--- config.mk ---
export PLATFORM = sky130hd
export DESIGN_NAME = sync_framed_command_decoder
export DESIGN_NICKNAME = d
export VERILOG_FILES = /design/src/hw/rtl/sfcd_pkg.sv /design/src/hw/rtl/sync_framed_command_decoder.sv /design/src/hw/rtl/sfcd_frame.sv /design/src/hw/rtl/sfcd_divider.sv
export SDC_FILE = /design/constraint.sdc
export NUM_CORES = 1
export LEC_CHECK = 0
export BUFFER_PORTS_ARGS = -buffer_cell sky130_fd_sc_hd__buf_4
export CORE_ASPECT_RATIO = 1.2
export CORE_MARGIN = 10
export CORE_UTILIZATION = 26
export CTS_BUF_LIST = sky130_fd_sc_hd__clkbuf_8
export CTS_CLUSTER_SIZE = 20
export DETAILED_ROUTE_END_ITERATION = 7
export SLEW_MARGIN = 20
export SYNTH_ARGS = -nofsm -noshare
export SYNTH_HDL_FRONTEND = slang
export SYNTH_SLANG_ARGS = --single-unit
--- constraint.sdc ---
create_clock -name clk -period 12.1 [get_ports clk]
set_input_delay 0.605 -clock clk [delete_from_list [all_inputs] [get_ports clk]]
set_output_delay 0.605 -clock clk [all_outputs]
set_load 0.02 [all_outputs]
--- src/hw/rtl/sfcd_pkg.sv ---
`timescale 1ns / 1ps

package sfcd_pkg;

	localparam int unsigned BYTE_W    = 8;
	localparam int unsigned WORD_W    = 16;
	localparam int unsigned PERIOD_W  = 20;
	localparam int unsigned CHAN_W    = 3;
	localparam int unsigned SLOT_W    = 3;
	localparam int unsigned ACT_W     = 2;
	localparam int unsigned TDATA_W   = 96;
	localparam int unsigned OPS_N     = 4;

	localparam logic [BYTE_W-1:0] SYNC_HI = 8'hff;
	localparam logic [BYTE_W-1:0] SYNC_LO = 8'h55;

	localparam int unsigned LEN_POS   = 2;
	localparam int unsigned FIRST_POS = 3;
	localparam int unsigned LAST_POS  = 10;
	localparam int unsigned STORE_N   = LAST_POS - FIRST_POS + 1;
	localparam int unsigned STORE_AW  = $clog2(STORE_N);

	localparam logic [PERIOD_W-1:0] TONE_DIVIDEND = 20'd1000000;
	localparam logic [BYTE_W-1:0]   SERVO_MAX     = 8'd180;
	localparam logic [BYTE_W-1:0]   VALUE_FULL    = 8'd255;
	localparam logic [BYTE_W-1:0]   VALUE_ONE     = 8'd1;
	localparam logic [BYTE_W-1:0]   TRIG_RESET    = 8'd13;
	localparam logic [BYTE_W-1:0]   ECHO_RESET    = 8'd12;

	localparam logic [ACT_W-1:0] ACT_UNKNOWN = 2'd0;
	localparam logic [ACT_W-1:0] ACT_GET     = 2'd1;
	localparam logic [ACT_W-1:0] ACT_SET     = 2'd2;
	localparam logic [ACT_W-1:0] ACT_RESET   = 2'd3;

	localparam logic [BYTE_W-1:0] DEV_DIGITAL = 8'd1;
	localparam logic [BYTE_W-1:0] DEV_PWM     = 8'd3;
	localparam logic [BYTE_W-1:0] DEV_SERVO   = 8'd4;
	localparam logic [BYTE_W-1:0] DEV_TONE    = 8'd5;
	localparam logic [BYTE_W-1:0] DEV_ULTRA   = 8'd7;

	localparam logic [BYTE_W-1:0] PIN_PWM0 = 8'd3;
	localparam logic [BYTE_W-1:0] PIN_PWM1 = 8'd5;
	localparam logic [BYTE_W-1:0] PIN_PWM2 = 8'd6;
	localparam logic [BYTE_W-1:0] PIN_PWM3 = 8'd9;

	localparam logic [CHAN_W-1:0] CHAN_0    = 3'd0;
	localparam logic [CHAN_W-1:0] CHAN_1    = 3'd1;
	localparam logic [CHAN_W-1:0] CHAN_2    = 3'd2;
	localparam logic [CHAN_W-1:0] CHAN_3    = 3'd3;
	localparam logic [CHAN_W-1:0] CHAN_NONE = 3'd4;

	typedef struct packed {
		logic [BYTE_W-1:0] ms_hi;
		logic [BYTE_W-1:0] ms_lo;
		logic [BYTE_W-1:0] hz_hi;
		logic [BYTE_W-1:0] val;
		logic [BYTE_W-1:0] port;
		logic [BYTE_W-1:0] device;
		logic [BYTE_W-1:0] act_raw;
		logic [BYTE_W-1:0] cmd_index;
	} frame_t;

	// The first field sits in the highest bits.
	typedef struct packed {
		logic                     ultra_on;
		logic                     send_ok;
		logic [SLOT_W-1:0]        servo_slot;
		logic [CHAN_W-1:0]        pwm_channel;
		logic [PERIOD_W-1:0]      tone_period;
		logic signed [WORD_W-1:0] tone_ms;
		logic signed [WORD_W-1:0] tone_freq;
		logic [BYTE_W-1:0]        value;
		logic [BYTE_W-1:0]        port;
		logic [BYTE_W-1:0]        device;
		logic [ACT_W-1:0]         action;
		logic [BYTE_W-1:0]        cmd_index;
	} cmd_t;

	localparam int unsigned CMD_W = $bits(cmd_t);

endpackage

--- src/hw/rtl/sync_framed_command_decoder.sv ---
`timescale 1ns / 1ps

// Byte-stream command decoder. One received byte is taken per cycle while the decoder
// is idle; a byte that completes a frame starts a short decode sequence during which no
// byte is taken: a decide state, then either the restoring divider for a tone set, or a
// scan of the servo table at one entry per cycle (at most SERVO_SLOTS entries) for a
// servo set, then an output state that loads the output register once it is free. The
// command waits in the output register until the master side takes it.

module sync_framed_command_decoder import sfcd_pkg::*; #(
	parameter int unsigned FRAME_MAX   = 52,
	parameter int unsigned PIN_COUNT   = 14,
	parameter int unsigned SERVO_SLOTS = 8
) (
	input  logic               clk,
	input  logic               arst_n,
	input  logic               s_tvalid,
	output logic               s_tready,
	input  logic [BYTE_W-1:0]  s_tdata,  // rx_byte
	output logic               m_tvalid,
	input  logic               m_tready,
	output logic [TDATA_W-1:0] m_tdata   // cmd_index, action, device, port, value,
	                                     // tone_freq, tone_ms, tone_period,
	                                     // pwm_channel, servo_slot, send_ok, ultra_on
);

	localparam int unsigned SW = (SERVO_SLOTS > 1) ? $clog2(SERVO_SLOTS) : 1;

	localparam logic [2:0] S_IDLE  = 3'd0;
	localparam logic [2:0] S_START = 3'd1;
	localparam logic [2:0] S_DIV   = 3'd2;
	localparam logic [2:0] S_SERVO = 3'd3;
	localparam logic [2:0] S_OUT   = 3'd4;

	logic [2:0]           state_q;
	logic                 m_tvalid_q;
	cmd_t                 out_q;
	logic                 ultra_q;
	logic [BYTE_W-1:0]    trig_q;
	logic [BYTE_W-1:0]    echo_q;
	logic [PIN_COUNT-1:0] pin_wr_q;
	logic [BYTE_W-1:0]    servo_q [SERVO_SLOTS];
	logic [SW-1:0]        scan_q;
	logic [SW-1:0]        slot_q;

	logic                 accept;
	logic                 frame_done;
	frame_t               fr;
	logic                 div_start;
	logic                 div_done;
	logic [PERIOD_W-1:0]  quotient;

	logic [ACT_W-1:0]     act;
	logic                 is_get;
	logic                 is_set;
	logic                 get_ultra;
	logic                 get_other;
	logic                 pair_diff;
	logic                 repin;
	logic                 set_mark;
	logic [WORD_W-1:0]    hz;
	logic [WORD_W-1:0]    ms;
	logic                 need_div;
	logic                 need_servo;
	logic [CHAN_W-1:0]    chan;
	logic [BYTE_W-1:0]    cur_entry;
	logic                 out_free;
	cmd_t                 cmd_next;
	logic [BYTE_W-1:0]    op_pin [OPS_N];
	logic                 op_val [OPS_N];
	logic                 op_en  [OPS_N];
	logic [PIN_COUNT-1:0] pin_next;

	assign accept   = s_tvalid && s_tready;
	assign s_tready = (state_q == S_IDLE);
	assign out_free = !m_tvalid_q || m_tready;

	sfcd_frame #(
		.FRAME_MAX(FRAME_MAX)
	) u_frame (
		.clk    (clk),
		.arst_n (arst_n),
		.accept (accept),
		.rx_byte(s_tdata),
		.done   (frame_done),
		.frame  (fr)
	);

	sfcd_divider u_divider (
		.clk     (clk),
		.arst_n  (arst_n),
		.start   (div_start),
		.divisor (hz[WORD_W-2:0]),
		.done    (div_done),
		.quotient(quotient)
	);

	always_comb begin
		act        = (fr.act_raw[BYTE_W-1:ACT_W] == '0) ? fr.act_raw[ACT_W-1:0] : ACT_UNKNOWN;
		is_get     = (act == ACT_GET);
		is_set     = (act == ACT_SET);
		get_ultra  = is_get && (fr.device == DEV_ULTRA);
		get_other  = is_get && (fr.device != DEV_ULTRA);
		pair_diff  = (fr.port != trig_q) || (fr.val != echo_q);
		repin      = get_ultra && (!ultra_q || pair_diff);
		set_mark   = is_set && ((fr.device == DEV_DIGITAL) || (fr.device == DEV_PWM)
			|| (fr.device == DEV_SERVO) || (fr.device == DEV_TONE));
		hz         = {fr.hz_hi, fr.val};
		ms         = {fr.ms_hi, fr.ms_lo};
		need_div   = is_set && (fr.device == DEV_TONE) && !hz[WORD_W-1] && (hz != '0)
			&& !ms[WORD_W-1] && (ms != '0);
		need_servo = is_set && (fr.device == DEV_SERVO) && (fr.val <= SERVO_MAX);
		div_start  = (state_q == S_START) && need_div;
		cur_entry  = servo_q[scan_q];

		unique case (fr.port)
			PIN_PWM0: chan = CHAN_0;
			PIN_PWM1: chan = CHAN_1;
			PIN_PWM2: chan = CHAN_2;
			PIN_PWM3: chan = CHAN_3;
			default:  chan = CHAN_NONE;
		endcase

		cmd_next.cmd_index   = fr.cmd_index;
		cmd_next.action      = act;
		cmd_next.device      = fr.device;
		cmd_next.port        = fr.port;
		cmd_next.value       = (is_set && (fr.device == DEV_DIGITAL) && (fr.val == VALUE_FULL))
			? VALUE_ONE : fr.val;
		cmd_next.tone_freq   = hz;
		cmd_next.tone_ms     = ms;
		cmd_next.tone_period = need_div ? quotient : '0;
		cmd_next.pwm_channel = chan;
		cmd_next.servo_slot  = SLOT_W'(slot_q);
		cmd_next.send_ok     = is_set || (act == ACT_RESET);
		cmd_next.ultra_on    = is_get ? get_ultra : ultra_q;

		op_pin[0] = trig_q;
		op_val[0] = 1'b0;
		op_en[0]  = get_ultra && ultra_q && pair_diff;
		op_pin[1] = echo_q;
		op_val[1] = 1'b0;
		op_en[1]  = get_ultra && ultra_q && pair_diff;
		op_pin[2] = fr.port;
		op_val[2] = !get_other;
		op_en[2]  = repin || get_other || set_mark;
		op_pin[3] = fr.val;
		op_val[3] = 1'b1;
		op_en[3]  = repin;

		for (int p = 0; p < PIN_COUNT; p++) begin
			pin_next[p] = pin_wr_q[p];
			for (int k = 0; k < OPS_N; k++) begin
				if (op_en[k] && (op_pin[k] == BYTE_W'(p))) begin
					pin_next[p] = op_val[k];
				end
			end
		end
	end

	always_ff @(posedge clk or negedge arst_n) begin
		if (!arst_n) begin
			state_q    <= S_IDLE;
			m_tvalid_q <= 1'b0;
			ultra_q    <= 1'b0;
			trig_q     <= TRIG_RESET;
			echo_q     <= ECHO_RESET;
			pin_wr_q   <= '0;
			scan_q     <= '0;
			slot_q     <= '0;
			for (int i = 0; i < SERVO_SLOTS; i++) begin
				servo_q[i] <= '0;
			end
		end else begin
			if ((state_q == S_OUT) && out_free) begin
				m_tvalid_q <= 1'b1;
			end else if (m_tready) begin
				m_tvalid_q <= 1'b0;
			end
			unique case (state_q)
				S_IDLE: begin
					if (accept && frame_done) begin
						state_q <= S_START;
					end
				end
				S_START: begin
					slot_q <= '0;
					scan_q <= '0;
					if (need_div) begin
						state_q <= S_DIV;
					end else if (need_servo) begin
						state_q <= S_SERVO;
					end else begin
						state_q <= S_OUT;
					end
				end
				S_DIV: begin
					if (div_done) begin
						state_q <= S_OUT;
					end
				end
				S_SERVO: begin
					if (cur_entry == fr.port) begin
						slot_q  <= scan_q;
						state_q <= S_OUT;
					end else if (cur_entry == '0) begin
						servo_q[scan_q] <= fr.port;
						slot_q          <= scan_q;
						state_q         <= S_OUT;
					end else if (scan_q == SW'(SERVO_SLOTS - 1)) begin
						slot_q  <= '0;
						state_q <= S_OUT;
					end else begin
						scan_q <= scan_q + SW'(1);
					end
				end
				S_OUT: begin
					if (out_free) begin
						ultra_q  <= cmd_next.ultra_on;
						pin_wr_q <= pin_next;
						if (repin) begin
							trig_q <= fr.port;
							echo_q <= fr.val;
						end
						state_q <= S_IDLE;
					end
				end
				default: state_q <= S_IDLE;
			endcase
		end
	end

	always_ff @(posedge clk) begin
		if ((state_q == S_OUT) && out_free) begin
			out_q <= cmd_next;
		end
	end

	assign m_tvalid = m_tvalid_q;
	assign m_tdata  = {{(TDATA_W - CMD_W){1'b0}}, out_q};

endmodule

--- src/hw/rtl/sfcd_frame.sv ---
`timescale 1ns / 1ps

module sfcd_frame import sfcd_pkg::*; #(
	parameter int unsigned FRAME_MAX = 52
) (
	input  logic              clk,
	input  logic              arst_n,
	input  logic              accept,
	input  logic [BYTE_W-1:0] rx_byte,
	output logic              done,
	output frame_t            frame
);

	localparam int unsigned PW = $clog2(FRAME_MAX + 1);

	logic [BYTE_W-1:0] prev_q;
	logic              in_frame_q;
	logic [PW-1:0]     pos_q;
	logic [BYTE_W-1:0] rem_q;
	logic [BYTE_W-1:0] store_q [STORE_N];

	logic              sync;
	logic              open_frame;
	logic              inf_base;
	logic [PW-1:0]     pos_base;
	logic [PW-1:0]     pos_inc;
	logic              wrap;
	logic [BYTE_W-1:0] rem_next;
	logic              store_hit;

	always_comb begin
		sync       = (rx_byte == SYNC_LO) && !in_frame_q;
		open_frame = sync && (prev_q == SYNC_HI);
		pos_base   = open_frame ? PW'(1) : pos_q;
		inf_base   = open_frame || in_frame_q;
		rem_next   = rem_q;
		if (in_frame_q) begin
			if (pos_q == PW'(LEN_POS)) begin
				rem_next = rx_byte;
			end else if (pos_q > PW'(LEN_POS)) begin
				rem_next = rem_q - 8'd1;
			end
		end
		pos_inc   = pos_base + PW'(1);
		wrap      = pos_inc > PW'(FRAME_MAX - 1);
		done      = accept && inf_base && !wrap && (pos_inc > PW'(FIRST_POS))
			&& (rem_next == '0);
		store_hit = in_frame_q && (pos_q >= PW'(FIRST_POS)) && (pos_q <= PW'(LAST_POS));
	end

	always_ff @(posedge clk or negedge arst_n) begin
		if (!arst_n) begin
			prev_q     <= '0;
			in_frame_q <= 1'b0;
			pos_q      <= '0;
		end else if (accept) begin
			if (!sync) begin
				prev_q <= rx_byte;
			end
			if (wrap || done) begin
				pos_q      <= '0;
				in_frame_q <= 1'b0;
			end else begin
				pos_q      <= pos_inc;
				in_frame_q <= inf_base;
			end
		end
	end

	always_ff @(posedge clk) begin
		if (accept && in_frame_q) begin
			rem_q <= rem_next;
		end
		if (accept && store_hit) begin
			store_q[STORE_AW'(pos_q - PW'(FIRST_POS))] <= rx_byte;
		end
	end

	assign frame.cmd_index = store_q[0];
	assign frame.act_raw   = store_q[1];
	assign frame.device    = store_q[2];
	assign frame.port      = store_q[3];
	assign frame.val       = store_q[4];
	assign frame.hz_hi     = store_q[5];
	assign frame.ms_lo     = store_q[6];
	assign frame.ms_hi     = store_q[7];

endmodule

--- src/hw/rtl/sfcd_divider.sv ---
`timescale 1ns / 1ps

module sfcd_divider import sfcd_pkg::*; (
	input  logic                clk,
	input  logic                arst_n,
	input  logic                start,
	input  logic [WORD_W-2:0]   divisor,
	output logic                done,
	output logic [PERIOD_W-1:0] quotient
);

	localparam int unsigned CW = $clog2(PERIOD_W);
	localparam int unsigned RW = WORD_W - 1;

	logic              busy_q;
	logic [CW-1:0]     cnt_q;
	logic [RW-1:0]     rem_q;
	logic [RW-1:0]     dvs_q;
	logic [PERIOD_W-1:0] quo_q;

	logic [RW:0]       shifted;
	logic              ge;
	logic [RW:0]       diff;

	always_comb begin
		shifted = {rem_q, quo_q[PERIOD_W-1]};
		ge      = shifted >= {1'b0, dvs_q};
		diff    = shifted - {1'b0, dvs_q};
		done    = busy_q && (cnt_q == CW'(PERIOD_W - 1));
	end

	always_ff @(posedge clk or negedge arst_n) begin
		if (!arst_n) begin
			busy_q <= 1'b0;
			cnt_q  <= '0;
		end else if (start) begin
			busy_q <= 1'b1;
			cnt_q  <= '0;
		end else if (busy_q) begin
			cnt_q <= cnt_q + CW'(1);
			if (done) begin
				busy_q <= 1'b0;
			end
		end
	end

	always_ff @(posedge clk) begin
		if (start) begin
			rem_q <= '0;
			dvs_q <= divisor;
			quo_q <= TONE_DIVIDEND;
		end else if (busy_q) begin
			rem_q <= ge ? diff[RW-1:0] : shifted[RW-1:0];
			quo_q <= {quo_q[PERIOD_W-2:0], ge};
		end
	end

	assign quotient = quo_q;

endmodule

==> results.cfg, run 1 <==
[drt]
firstDrtPassIters = 6
drtIter0Drc = 487
wirelength_um = 31700
postRouteAntennaNets = 0
drc = 0
vias_per_cell = 4.62
wl_per_cell_um = 17.4
num_vias = 8403

[floorplanning]
core_area_um2 = 50400
placement_rows = 90
die_x_um = 226
die_h_um = 268
ios = 110
die_area_um2 = 60600
start_util_pct = 26.4

[global_routing]
antenna_found_initial = 1
grt_pass1_wl_um = 49800
grt_max_degree = 81
grt_use_total_pct = 10.4
grt_pass1_vias = 8802
grt_overflow = 0

[setup_path]
critPathCaptureType = flop
cp_data_required_time_ns = 12.62
path_buf_inv = 0
start_kind = flop
cp_max_fo = 20
crit_slowest_cell = dfrtp_1
path_delay_family = simple AND/OR/NAND/NOR gates
path_class = reg -> reg
max_stage_delay_ns = 0.61
worstPathArrival_ns = 4.71
cp_cell_sequence = or3b_1 > or2_2 > nor3_1 > nor2b_1 > ha_1 > nand3_1 > nor2_1 > or3_1 > o2111ai_1 > nor4bb_2 > a21bo_2 > a211oi_1 > a21o_1

[cells_and_area]
layout_common_cells = edfxtp_1 (180), buf_4 (115), dfrtp_1 (95)
layout.nets = 1167
fin_cells = 1819
multiInputGateArea_um2 = 4410
stdcell_area_um2 = 15800
regArea_um2 = 8510
synthToLayoutAreaGrowth_pct = 18.6
drive_gt1_share_pct = 21.6
n_fill_cell = 5081
layout_commonest_cell = edfxtp_1

[clock_network]
cts_buffer_depth = 3
post_cts_resized = 0
clock-root-buffer = clkbuf_8
h-tree-depth = 2
clock-sinks = 311
cts.reportedPaths.clkPinSlew_ns = 0.06
postCtsSetupBuffers = 0
cts_buffers = 54
cts_tree = yes
clk-insertion-delay-late_ns = 0.63

[power_and_ir_drop]
power.total_w = 0.00202
power_leakage_nw = 6.13
power_density_nw_per_um2 = 128
ir_worst_vdd_mv = 0.0641

[synth]
seq_area_frac_synth_pct = 64.0
ys_top_cells_by_area = edfxtp_1 (41%), dfrtp_1 (18%), dfxtp_1 (5.3%), mux2i_1 (2.7%), o21bai_1 (2.7%)
yosysWarnings = 0
synth.distinct_cells = 82
synth-async-reset-ratio_pct = 30.9
synth_seq_cells = 311
syn_area_um2 = 13300
avgSynthCellArea_um2 = 13.3
yosys_most_used_dff = edfxtp_1
synth_cells = 1001
synth_edf_count = 180
yosysTopAreaCellShare_pct = 40.6
synth.largest_area_cell = edfxtp_1

[sta]
period_share_pct = 34.7
rsz0062_at_grt = false
clock.fmax_mhz = 238
min_period_ns = 4.20
fin_skew_ns = 0.0327
worst_pin_slew_ns = 1.04
max_slew_margin_pct = 30.4
maxSlewViolCount = 0
hold_violations = 0
setup_tns_ns = 0
setup_viol = 0

[job]
maxCapViolations = 0

[placement]
placedCellCount = 1718
placed_area_um2 = 14700
gp_congestion = 0.833
io_buffers = 107
dp_hpwl_um = 21300

[worst_hold_path]
min_path_type = in -> reg

[status]
status = finished clean
[per-layer routing]
metal / GRT usage [%] / vias up / part of all wire (%)
met4: 3.94 / 0 / 2.1
met5: 0 / - / 0
met2: 18.0 / 187 / 50
met1: 12.5 / 4200 / 43
met3: 2.12 / 41 / 4.9
li1: - / 3975 / -
[worst reg2reg max path, cell delays in order, from the launching register on]
cell and delay [ns]:
dfrtp_1 0.61, or3b_1 0.48, or2_2 0.31, nor3_1 0.59, nor2b_1 0.16, ha_1 0.29
nand3_1 0.17, nor2_1 0.06, or3_1 0.38, o2111ai_1 0.13, nor4bb_2 0.39, a21bo_2 0.26
a211oi_1 0.07, a21o_1 0.19
[state kept, by name (all words and copies together) (netlist names)]
name	count
u_divider.busy_q	1
servo_q	64
m_tvalid	1
u_frame.store_q	64
u_frame.rem_q	8
u_divider.rem_q	15
ultra_q	1
u_frame.prev_q	8
u_frame.pos_q	6
u_divider.quotient	20
slot_q	3
u_divider.cnt_q	5
u_frame.in_frame_q	1
state_q	3
m_tdata	93
u_divider.dvs_q	15
scan_q	3
[worst paths after layout]
path | start | end | slack, ns | depth (start not counted)
max reg2reg | u_frame.in_frame_q$_DFFE_PN0P_ | u_frame.pos_q[4]$_DFFE_PN0P_ | 7.90 | 13
min reg2reg | u_frame.store_q[0][0]$_DFFE_PP_ | m_tdata[0]$_DFFE_PP_ | 0.42 | 0
max in group asynchronous | arst_n | ultra_q$_DFFE_PN0P_ | 10.43 | 3
min | s_tdata[7] | u_frame.store_q[3][7]$_DFFE_PP_ | 0.31 | 1
min in group asynchronous | arst_n | servo_q[27]$_DFFE_PN0P_ | 0.58 | 2
max | u_frame.in_frame_q$_DFFE_PN0P_ | u_frame.pos_q[4]$_DFFE_PN0P_ | 7.90 | 13
[layout make-up]
cell class	instances	share of cell area, %
sequential	311	53.9
multi-input combinational	604	28.0
timing repair buffer	116	5.54
clock buffer	60	5.23
tap	644	5.11
clock inverter	39	1.16
inverter	44	1.05
antenna	1	0.0159
[cells by family (layout without fill, tap and decap cells)]
group | Yosys count | after routing | synth area share, %
multiplexers | 58 | 58 | 5.42
buffers and inverters | 87 | 259 | 3.04
flip-flops | 311 | 311 | 64.0
other | 1 | 3 | 0.0282
adder cells (fa/ha/maj) | 24 | 24 | 2.31
AO/OA/AOI/OAI | 208 | 208 | 11.6
XOR/XNOR | 27 | 27 | 1.78
AND/OR/NAND/NOR | 285 | 285 | 11.8
[report_power, final]
part	total, W	switching, W	internal [W]
sequential	0.00112	0.0000000000000000000201	0.00112
combinational	0.0000180	0.0000147	0.00000328
clock	0.000889	0.000431	0.000457
[synthesized netlist by cell type, types with 4 or more instances]
| cell | count |
|---|---|
| xnor2_1 | 17 |
| xor2_1 | 10 |
| mux2_2 | 12 |
| o21bai_1 | 48 |
| o211ai_1 | 6 |
| nor4b_1 | 5 |
| a21o_1 | 5 |
| o31ai_1 | 4 |
| nand2b_1 | 16 |
| or3_1 | 11 |
| nand2_1 | 72 |
| nor3_1 | 20 |
| edfxtp_1 | 180 |
| and2_1 | 25 |
| nand4_1 | 16 |
| buf_6 | 6 |
| nand3_1 | 11 |
| a21oi_1 | 29 |
| or4_1 | 5 |
| inv_1 | 44 |
| buf_2 | 5 |
| o22ai_1 | 5 |
| nor2_1 | 48 |
| ha_1 | 23 |
| dfrtp_1 | 96 |
| a22o_1 | 4 |
| a211oi_1 | 5 |
| mux4_2 | 10 |
| clkbuf_1 | 27 |
| nor2b_1 | 16 |
| o21a_1 | 5 |
| dfxtp_1 | 35 |
| o21bai_2 | 20 |
| nor4_1 | 12 |
| mux2i_1 | 36 |
| o21ai_0 | 33 |
| buf_4 | 4 |
[through the flow]
| stage | utilization (%) | hold slack, ns | setup slack, ns |
|---|---|---|---|
| after CTS | 31.2 | 0.265 | 7.83 |
| after global routing | 31.3 | 0.285 | 7.41 |
| after detailed placement | 29.2 | 0.405 | 7.80 |
| after global placement | 29.2 | 0.405 | 7.63 |
| final | 31.3 | 0.308 | 7.90 |
| after floorplan | - | 0.309 | 3.45 |
[what timing repair did]
action                                  in CTS  in global routing
hold buffers                                 1                  0
endpoints found under the setup margin       0                  0
hold endpoints to repair                    11                  0
(Power assumes the default switching activity.)
==> run 2, diff against run 1 <==
==> constraint.sdc (replaced) <==
create_clock -name clk -period 3.81 [get_ports clk]
set_input_delay 0.1905 -clock clk [delete_from_list [all_inputs] [get_ports clk]]
set_output_delay 0.1905 -clock clk [all_outputs]
set_load 0.02 [all_outputs]
==> results.cfg, run 2 (same netlist as run 1, synthesis figures left out) <==
[status]
status = finished clean

[floorplanning]
ios = 110
die_area_um2 = 60600
placement_rows = 90
core_area_um2 = 50400
start_util_pct = 26.4
die_h_um = 268
die_x_um = 226

[power_and_ir_drop]
ir_worst_vdd_mv = 0.232
power_leakage_nw = 6.32
power.total_w = 0.00657
power_density_nw_per_um2 = 407

[setup_path]
max_stage_delay_ns = 0.41
crit_slowest_cell = or3b_1
start_kind = flop
cp_data_required_time_ns = 4.30
path_class = reg -> reg
worstPathArrival_ns = 3.95
cp_cell_sequence = or3b_1 > or2_2 > nor3_2 > nor2b_1 > ha_1 > nand3_1 > nor2_1 > or3_1 > o2111ai_1 > nor4bb_2 > a21bo_2 > or2_1 > o31ai_2
cp_max_fo = 6
critPathCaptureType = flop

[drt]
drtIter0Drc = 485
firstDrtPassIters = 4
postRouteAntennaNets = 0
num_vias = 8587
wirelength_um = 31900
drc = 0
wl_per_cell_um = 17.2
vias_per_cell = 4.64

[clock_network]
h-tree-depth = 2
clock-sinks = 311
clock-root-buffer = clkbuf_8
cts_tree = yes
clk-insertion-delay-late_ns = 0.64
cts_buffer_depth = 3
cts_buffers = 50
cts.reportedPaths.clkPinSlew_ns = 0.06

[worst_hold_path]
min_path_type = in -> reg

[global_routing]
grt_overflow = 0
grt_use_total_pct = 10.6
grt_max_degree = 71
grt_pass1_wl_um = 51100
grt_pass1_vias = 9006
antenna_found_initial = 1

[placement]
io_buffers = 107
gp_congestion = 0.829
dp_hpwl_um = 21900

[cells_and_area]
drive_gt1_share_pct = 23.1
layout.nets = 1199
largest_reg_flops = 93
layout_common_cells = edfxtp_1 (180), buf_4 (140), dfrtp_1 (95)
synthToLayoutAreaGrowth_pct = 21.3
layout_commonest_cell = edfxtp_1

[sta]
rsz0062_at_grt = false
period_share_pct = 90.8
setup_tns_ns = 0
fin_skew_ns = 0.0492
clock.fmax_mhz = 289
setup_viol = 0
min_period_ns = 3.46
worst_pin_slew_ns = 1.09
max_slew_margin_pct = 26.8
hold_violations = 0
maxSlewViolCount = 0

[job]
maxCapViolations = 0
run 2: final timing paths:
check / startpoint / depth (start not counted) / endpoint / slack (ns)
worst max-delay path: u_frame.in_frame_q$_DFFE_PN0P_ / 13 / u_frame.pos_q[5]$_DFFE_PN0P_ / 0.35
worst min-delay path: m_tready / 3 / m_tvalid$_DFFE_PN0P_ / 0.08
worst max register to register: u_frame.in_frame_q$_DFFE_PN0P_ / 13 / u_frame.pos_q[5]$_DFFE_PN0P_ / 0.35
worst min register to register: u_frame.store_q[0][0]$_DFFE_PP_ / 0 / m_tdata[0]$_DFFE_PP_ / 0.39
max in group asynchronous: arst_n / 3 / scan_q[2]$_DFFE_PN0P_ / 2.58
min in group asynchronous: arst_n / 2 / u_divider.busy_q$_DFF_PN0_ / 0.28
run 2: per-layer routing:
metal  part of all wire [%]  GRT usage (%)  vias to the layer above
li1                       -              -                     4047
met1                     43           13.0                     4292
met2                     50           18.0                      189
met3                    5.0           2.27                       59
met4                    2.8           4.07                        0
met5                      0              0                        -
run 2: worst max-delay path, delay by kind of cell (launching register included):
family / cells / cell delay [ns]
and+or+nand+nor: 9 / 2.24
AOI/OAI and AO/OA: 3 / 0.47
DFF: 1 / 0.37
adders and majority gates: 1 / 0.26
run 2: timing repair:
item | 4_1_cts | 5_1_grt
setup buffers | 0 | 0
setup endpoints to repair | 0 | 6
endpoints found under the hold margin | 141 | 0
hold buffers | 10 | 0
gates resized for setup | 0 | 1
run 2: report_power, final:
| group | switching, W | internal [W] | total [W] |
|---|---|---|---|
| Clock | 0.00136 | 0.00160 | 0.00296 |
| Sequential | 0.0000000000000000000653 | 0.00354 | 0.00354 |
| Combinational | 0.0000476 | 0.0000184 | 0.0000660 |
run 2: per-stage QoR:
| stage | util (%) | setup slack [ns] | cell area [µm²] | hold slack (ns) | instances |
|---|---|---|---|---|---|
| 6_report | 32.0 | 0.349 | 16100 | 0.0839 | 1850 |
| 5_1_grt | 32.0 | 0.0781 | 16100 | 0.0873 | 1850 |
| 4_1_cts | 32.0 | 0.250 | 16100 | 0.0396 | 1849 |
| 3_5_place_dp | 29.7 | 0.258 | 15000 | 0.376 | 1745 |
| 3_3_place_gp | 29.7 | 0.383 | 15000 | 0.373 | 1745 |
| 2_1_floorplan | - | 0.184 | 13300 | -0.105 | 1002 |
run 2: layout make-up:
class | instances | area, µm²
fillers | 5000 | 34300
flip-flops and latches | 311 | 8510
multi-input cells | 604 | 4410
repair buffers | 152 | 1190
well taps | 644 | 806
clock buffers | 57 | 785
clock inverters | 37 | 268
inverters | 44 | 165
diodes | 1 | 2.50
==> run 3, diff against run 2 <==
==> constraint.sdc (replaced) <==
create_clock -name clk -period 3.81 [get_ports clk]
set_input_delay 0.762 -clock clk [delete_from_list [all_inputs] [get_ports clk]]
set_output_delay 0.762 -clock clk [all_outputs]
set_load 0.02 [all_outputs]
==> results.cfg, run 3 (same netlist as run 1, synthesis figures left out) <==
[status]
status = finished clean

[power_and_ir_drop]
netSwitchingPower_w = 0.00145
ir_worst_vdd_mv = 0.251
power_frac_seq_pct = 53.0
power_frac_clock_pct = 46.0
power.total_w = 0.00668
combPwrFrac_pct = 1.0
p_int_w = 0.00523
power_density_nw_per_um2 = 414
power_leakage_nw = 6.35
switching_share_pct = 21.8

[drt]
num_vias = 8546
drtIter0Drc = 522
postRouteAntennaNets = 0
wirelength_um = 31800
wl_met3_um = 1730
firstDrtPassIters = 5
wl_per_cell_um = 17.2
wl_met2_um = 16000
wl_met1_um = 13500
drc = 0
top_layer = met4
vias_per_cell = 4.61

[worst_hold_path]
min_path_type = in -> async

[sta]
hold_violations = 0
worst_pin_slew_ns = 0.811
setup_viol = 0
max_slew_margin_pct = 46.0
fin_skew_ns = 0.0496
rsz0062_at_grt = false
hold_slack_ns = 0.149
min_period_ns = 3.39
clock.fmax_mhz = 295
period_share_pct = 89.1
maxSlewViolCount = 0

[cells_and_area]
final_util_pct = 32.0
largest_reg_flops = 93
layout_commonest_cell = edfxtp_1
stdcell_area_um2 = 16100
layout.nets = 1202
drive_gt1_share_pct = 24.4
layout_common_cells = edfxtp_1 (180), buf_4 (153), dfrtp_1 (95)
synthToLayoutAreaGrowth_pct = 21.3

[clock_network]
h-tree-depth = 2
clock-sinks = 311
clk-insertion-delay-late_ns = 0.64
cts_buffer_depth = 3
cts_hold_buffers = 0
cts_buffers = 52
postCtsSetupBuffers = 0
cts.reportedPaths.clkPinSlew_ns = 0.06
post_cts_resized = 0
cts_tree = yes
clock-root-buffer = clkbuf_8

[floorplanning]
start_util_pct = 26.4
core_area_um2 = 50400
ios = 110
die_area_um2 = 60600
die_h_um = 268
placement_rows = 90
die_x_um = 226

[setup_path]
start_kind = flop
reg2reg_to = state_q[0]$_DFFE_PN0P_
ff2ff_path_depth = 14
cp_data_required_time_ns = 4.35
regToRegStartpoint = u_frame.in_frame_q$_DFFE_PN0P_
ff2ff_setup_slack_ns = 0.42
critPathCaptureType = flop
cp_max_fo = 4
path_class = reg -> reg
worstPathArrival_ns = 3.94

[job]
maxCapViolations = 0

[placement]
dp_hpwl_um = 21800
placed_area_um2 = 15000
io_buffers = 107
gp_congestion = 0.856

[global_routing]
grt_max_degree = 50
antenna_found_initial = 2
grt_use_total_pct = 10.5
grt_pass1_wl_um = 50600
grt_pass1_vias = 8912
grt_overflow = 0
## run 3: cell types whose count changed in the layout (fill, tap and decap cells not counted), moves of 2 or more
cell           change
clkinv_2           +2
clkinv_4           +2
clkbuf_8           +3
dlygate4sd3_1     -10
buf_4             +13
buf_12             -2
inv_1              -3
## run 3: worst max path at each step
stage	startpoint	endpoint	slack [ns]	cells after the start
after floorplan	m_tready	ultra_q$_DFFE_PN0P_	-0.06	3
after global placement	s_tdata[7]	state_q[0]$_DFFE_PN0P_	0.04	15
after detailed placement	s_tdata[7]	state_q[0]$_DFFE_PN0P_	-0.03	15
after CTS	u_frame.in_frame_q$_DFFE_PN0P_	state_q[0]$_DFFE_PN0P_	0.41	14
after global routing	u_frame.in_frame_q$_DFFE_PN0P_	state_q[0]$_DFFE_PN0P_	0.13	14
final	u_frame.in_frame_q$_DFFE_PN0P_	state_q[0]$_DFFE_PN0P_	0.42	14
## run 3: per-layer routing
| metal | up-vias | global-route usage [%] |
|---|---|---|
| met3 | 38 | 2.38 |
| met5 | - | 0 |
| li1 | 4037 | - |
| met2 | 195 | 18.2 |
| met1 | 4276 | 12.6 |
| met4 | 0 | 3.43 |
## run 3: through the flow
| stage | setup slack [ns] | cells | setup TNS (ns) |
|---|---|---|---|
| finish | 0.415 | 1854 | 0 |
| global route | 0.129 | 1854 | 0 |
| CTS | 0.408 | 1853 | 0 |
| detailed placement | -0.0295 | 1756 | -0.0559 |
| global placement | 0.0413 | 1756 | 0 |
| floorplan | -0.0592 | 1002 | -0.0592 |
## run 3: worst max-delay path: stages (launching register included)
cell     delay [ns]
dfrtp_1        0.39
or3b_1         0.39
or2_2          0.29
nor3_1         0.14
buf_4          0.15
nor2_1         0.05
inv_1          0.07
ha_1           0.21
inv_1          0.09
o41a_1         0.42
or3_1          0.31
nor4_1         0.29
nand4_1        0.17
o21ai_0        0.15
a31o_2         0.19
## run 3: final cells by class
| class | count | area [µm²] |
|---|---|---|
| tap | 644 | 806 |
| inverter | 44 | 165 |
| clock inverter | 37 | 270 |
| multi-input combinational | 604 | 4410 |
| fill | 5076 | 34300 |
| antenna | 1 | 2.50 |
| sequential | 311 | 8510 |
| clock buffer | 60 | 826 |
| timing repair buffer | 153 | 1150 |
## run 3: power by group through the flow
stage               registers, W  clock network [W]   logic (W)
floorplan                0.00361                  0  0.00000579
global placement         0.00361                  0   0.0000664
detailed placement       0.00361                  0   0.0000673
CTS                      0.00354            0.00320   0.0000677
global route             0.00354            0.00335   0.0000715
finish                   0.00354            0.00307   0.0000645
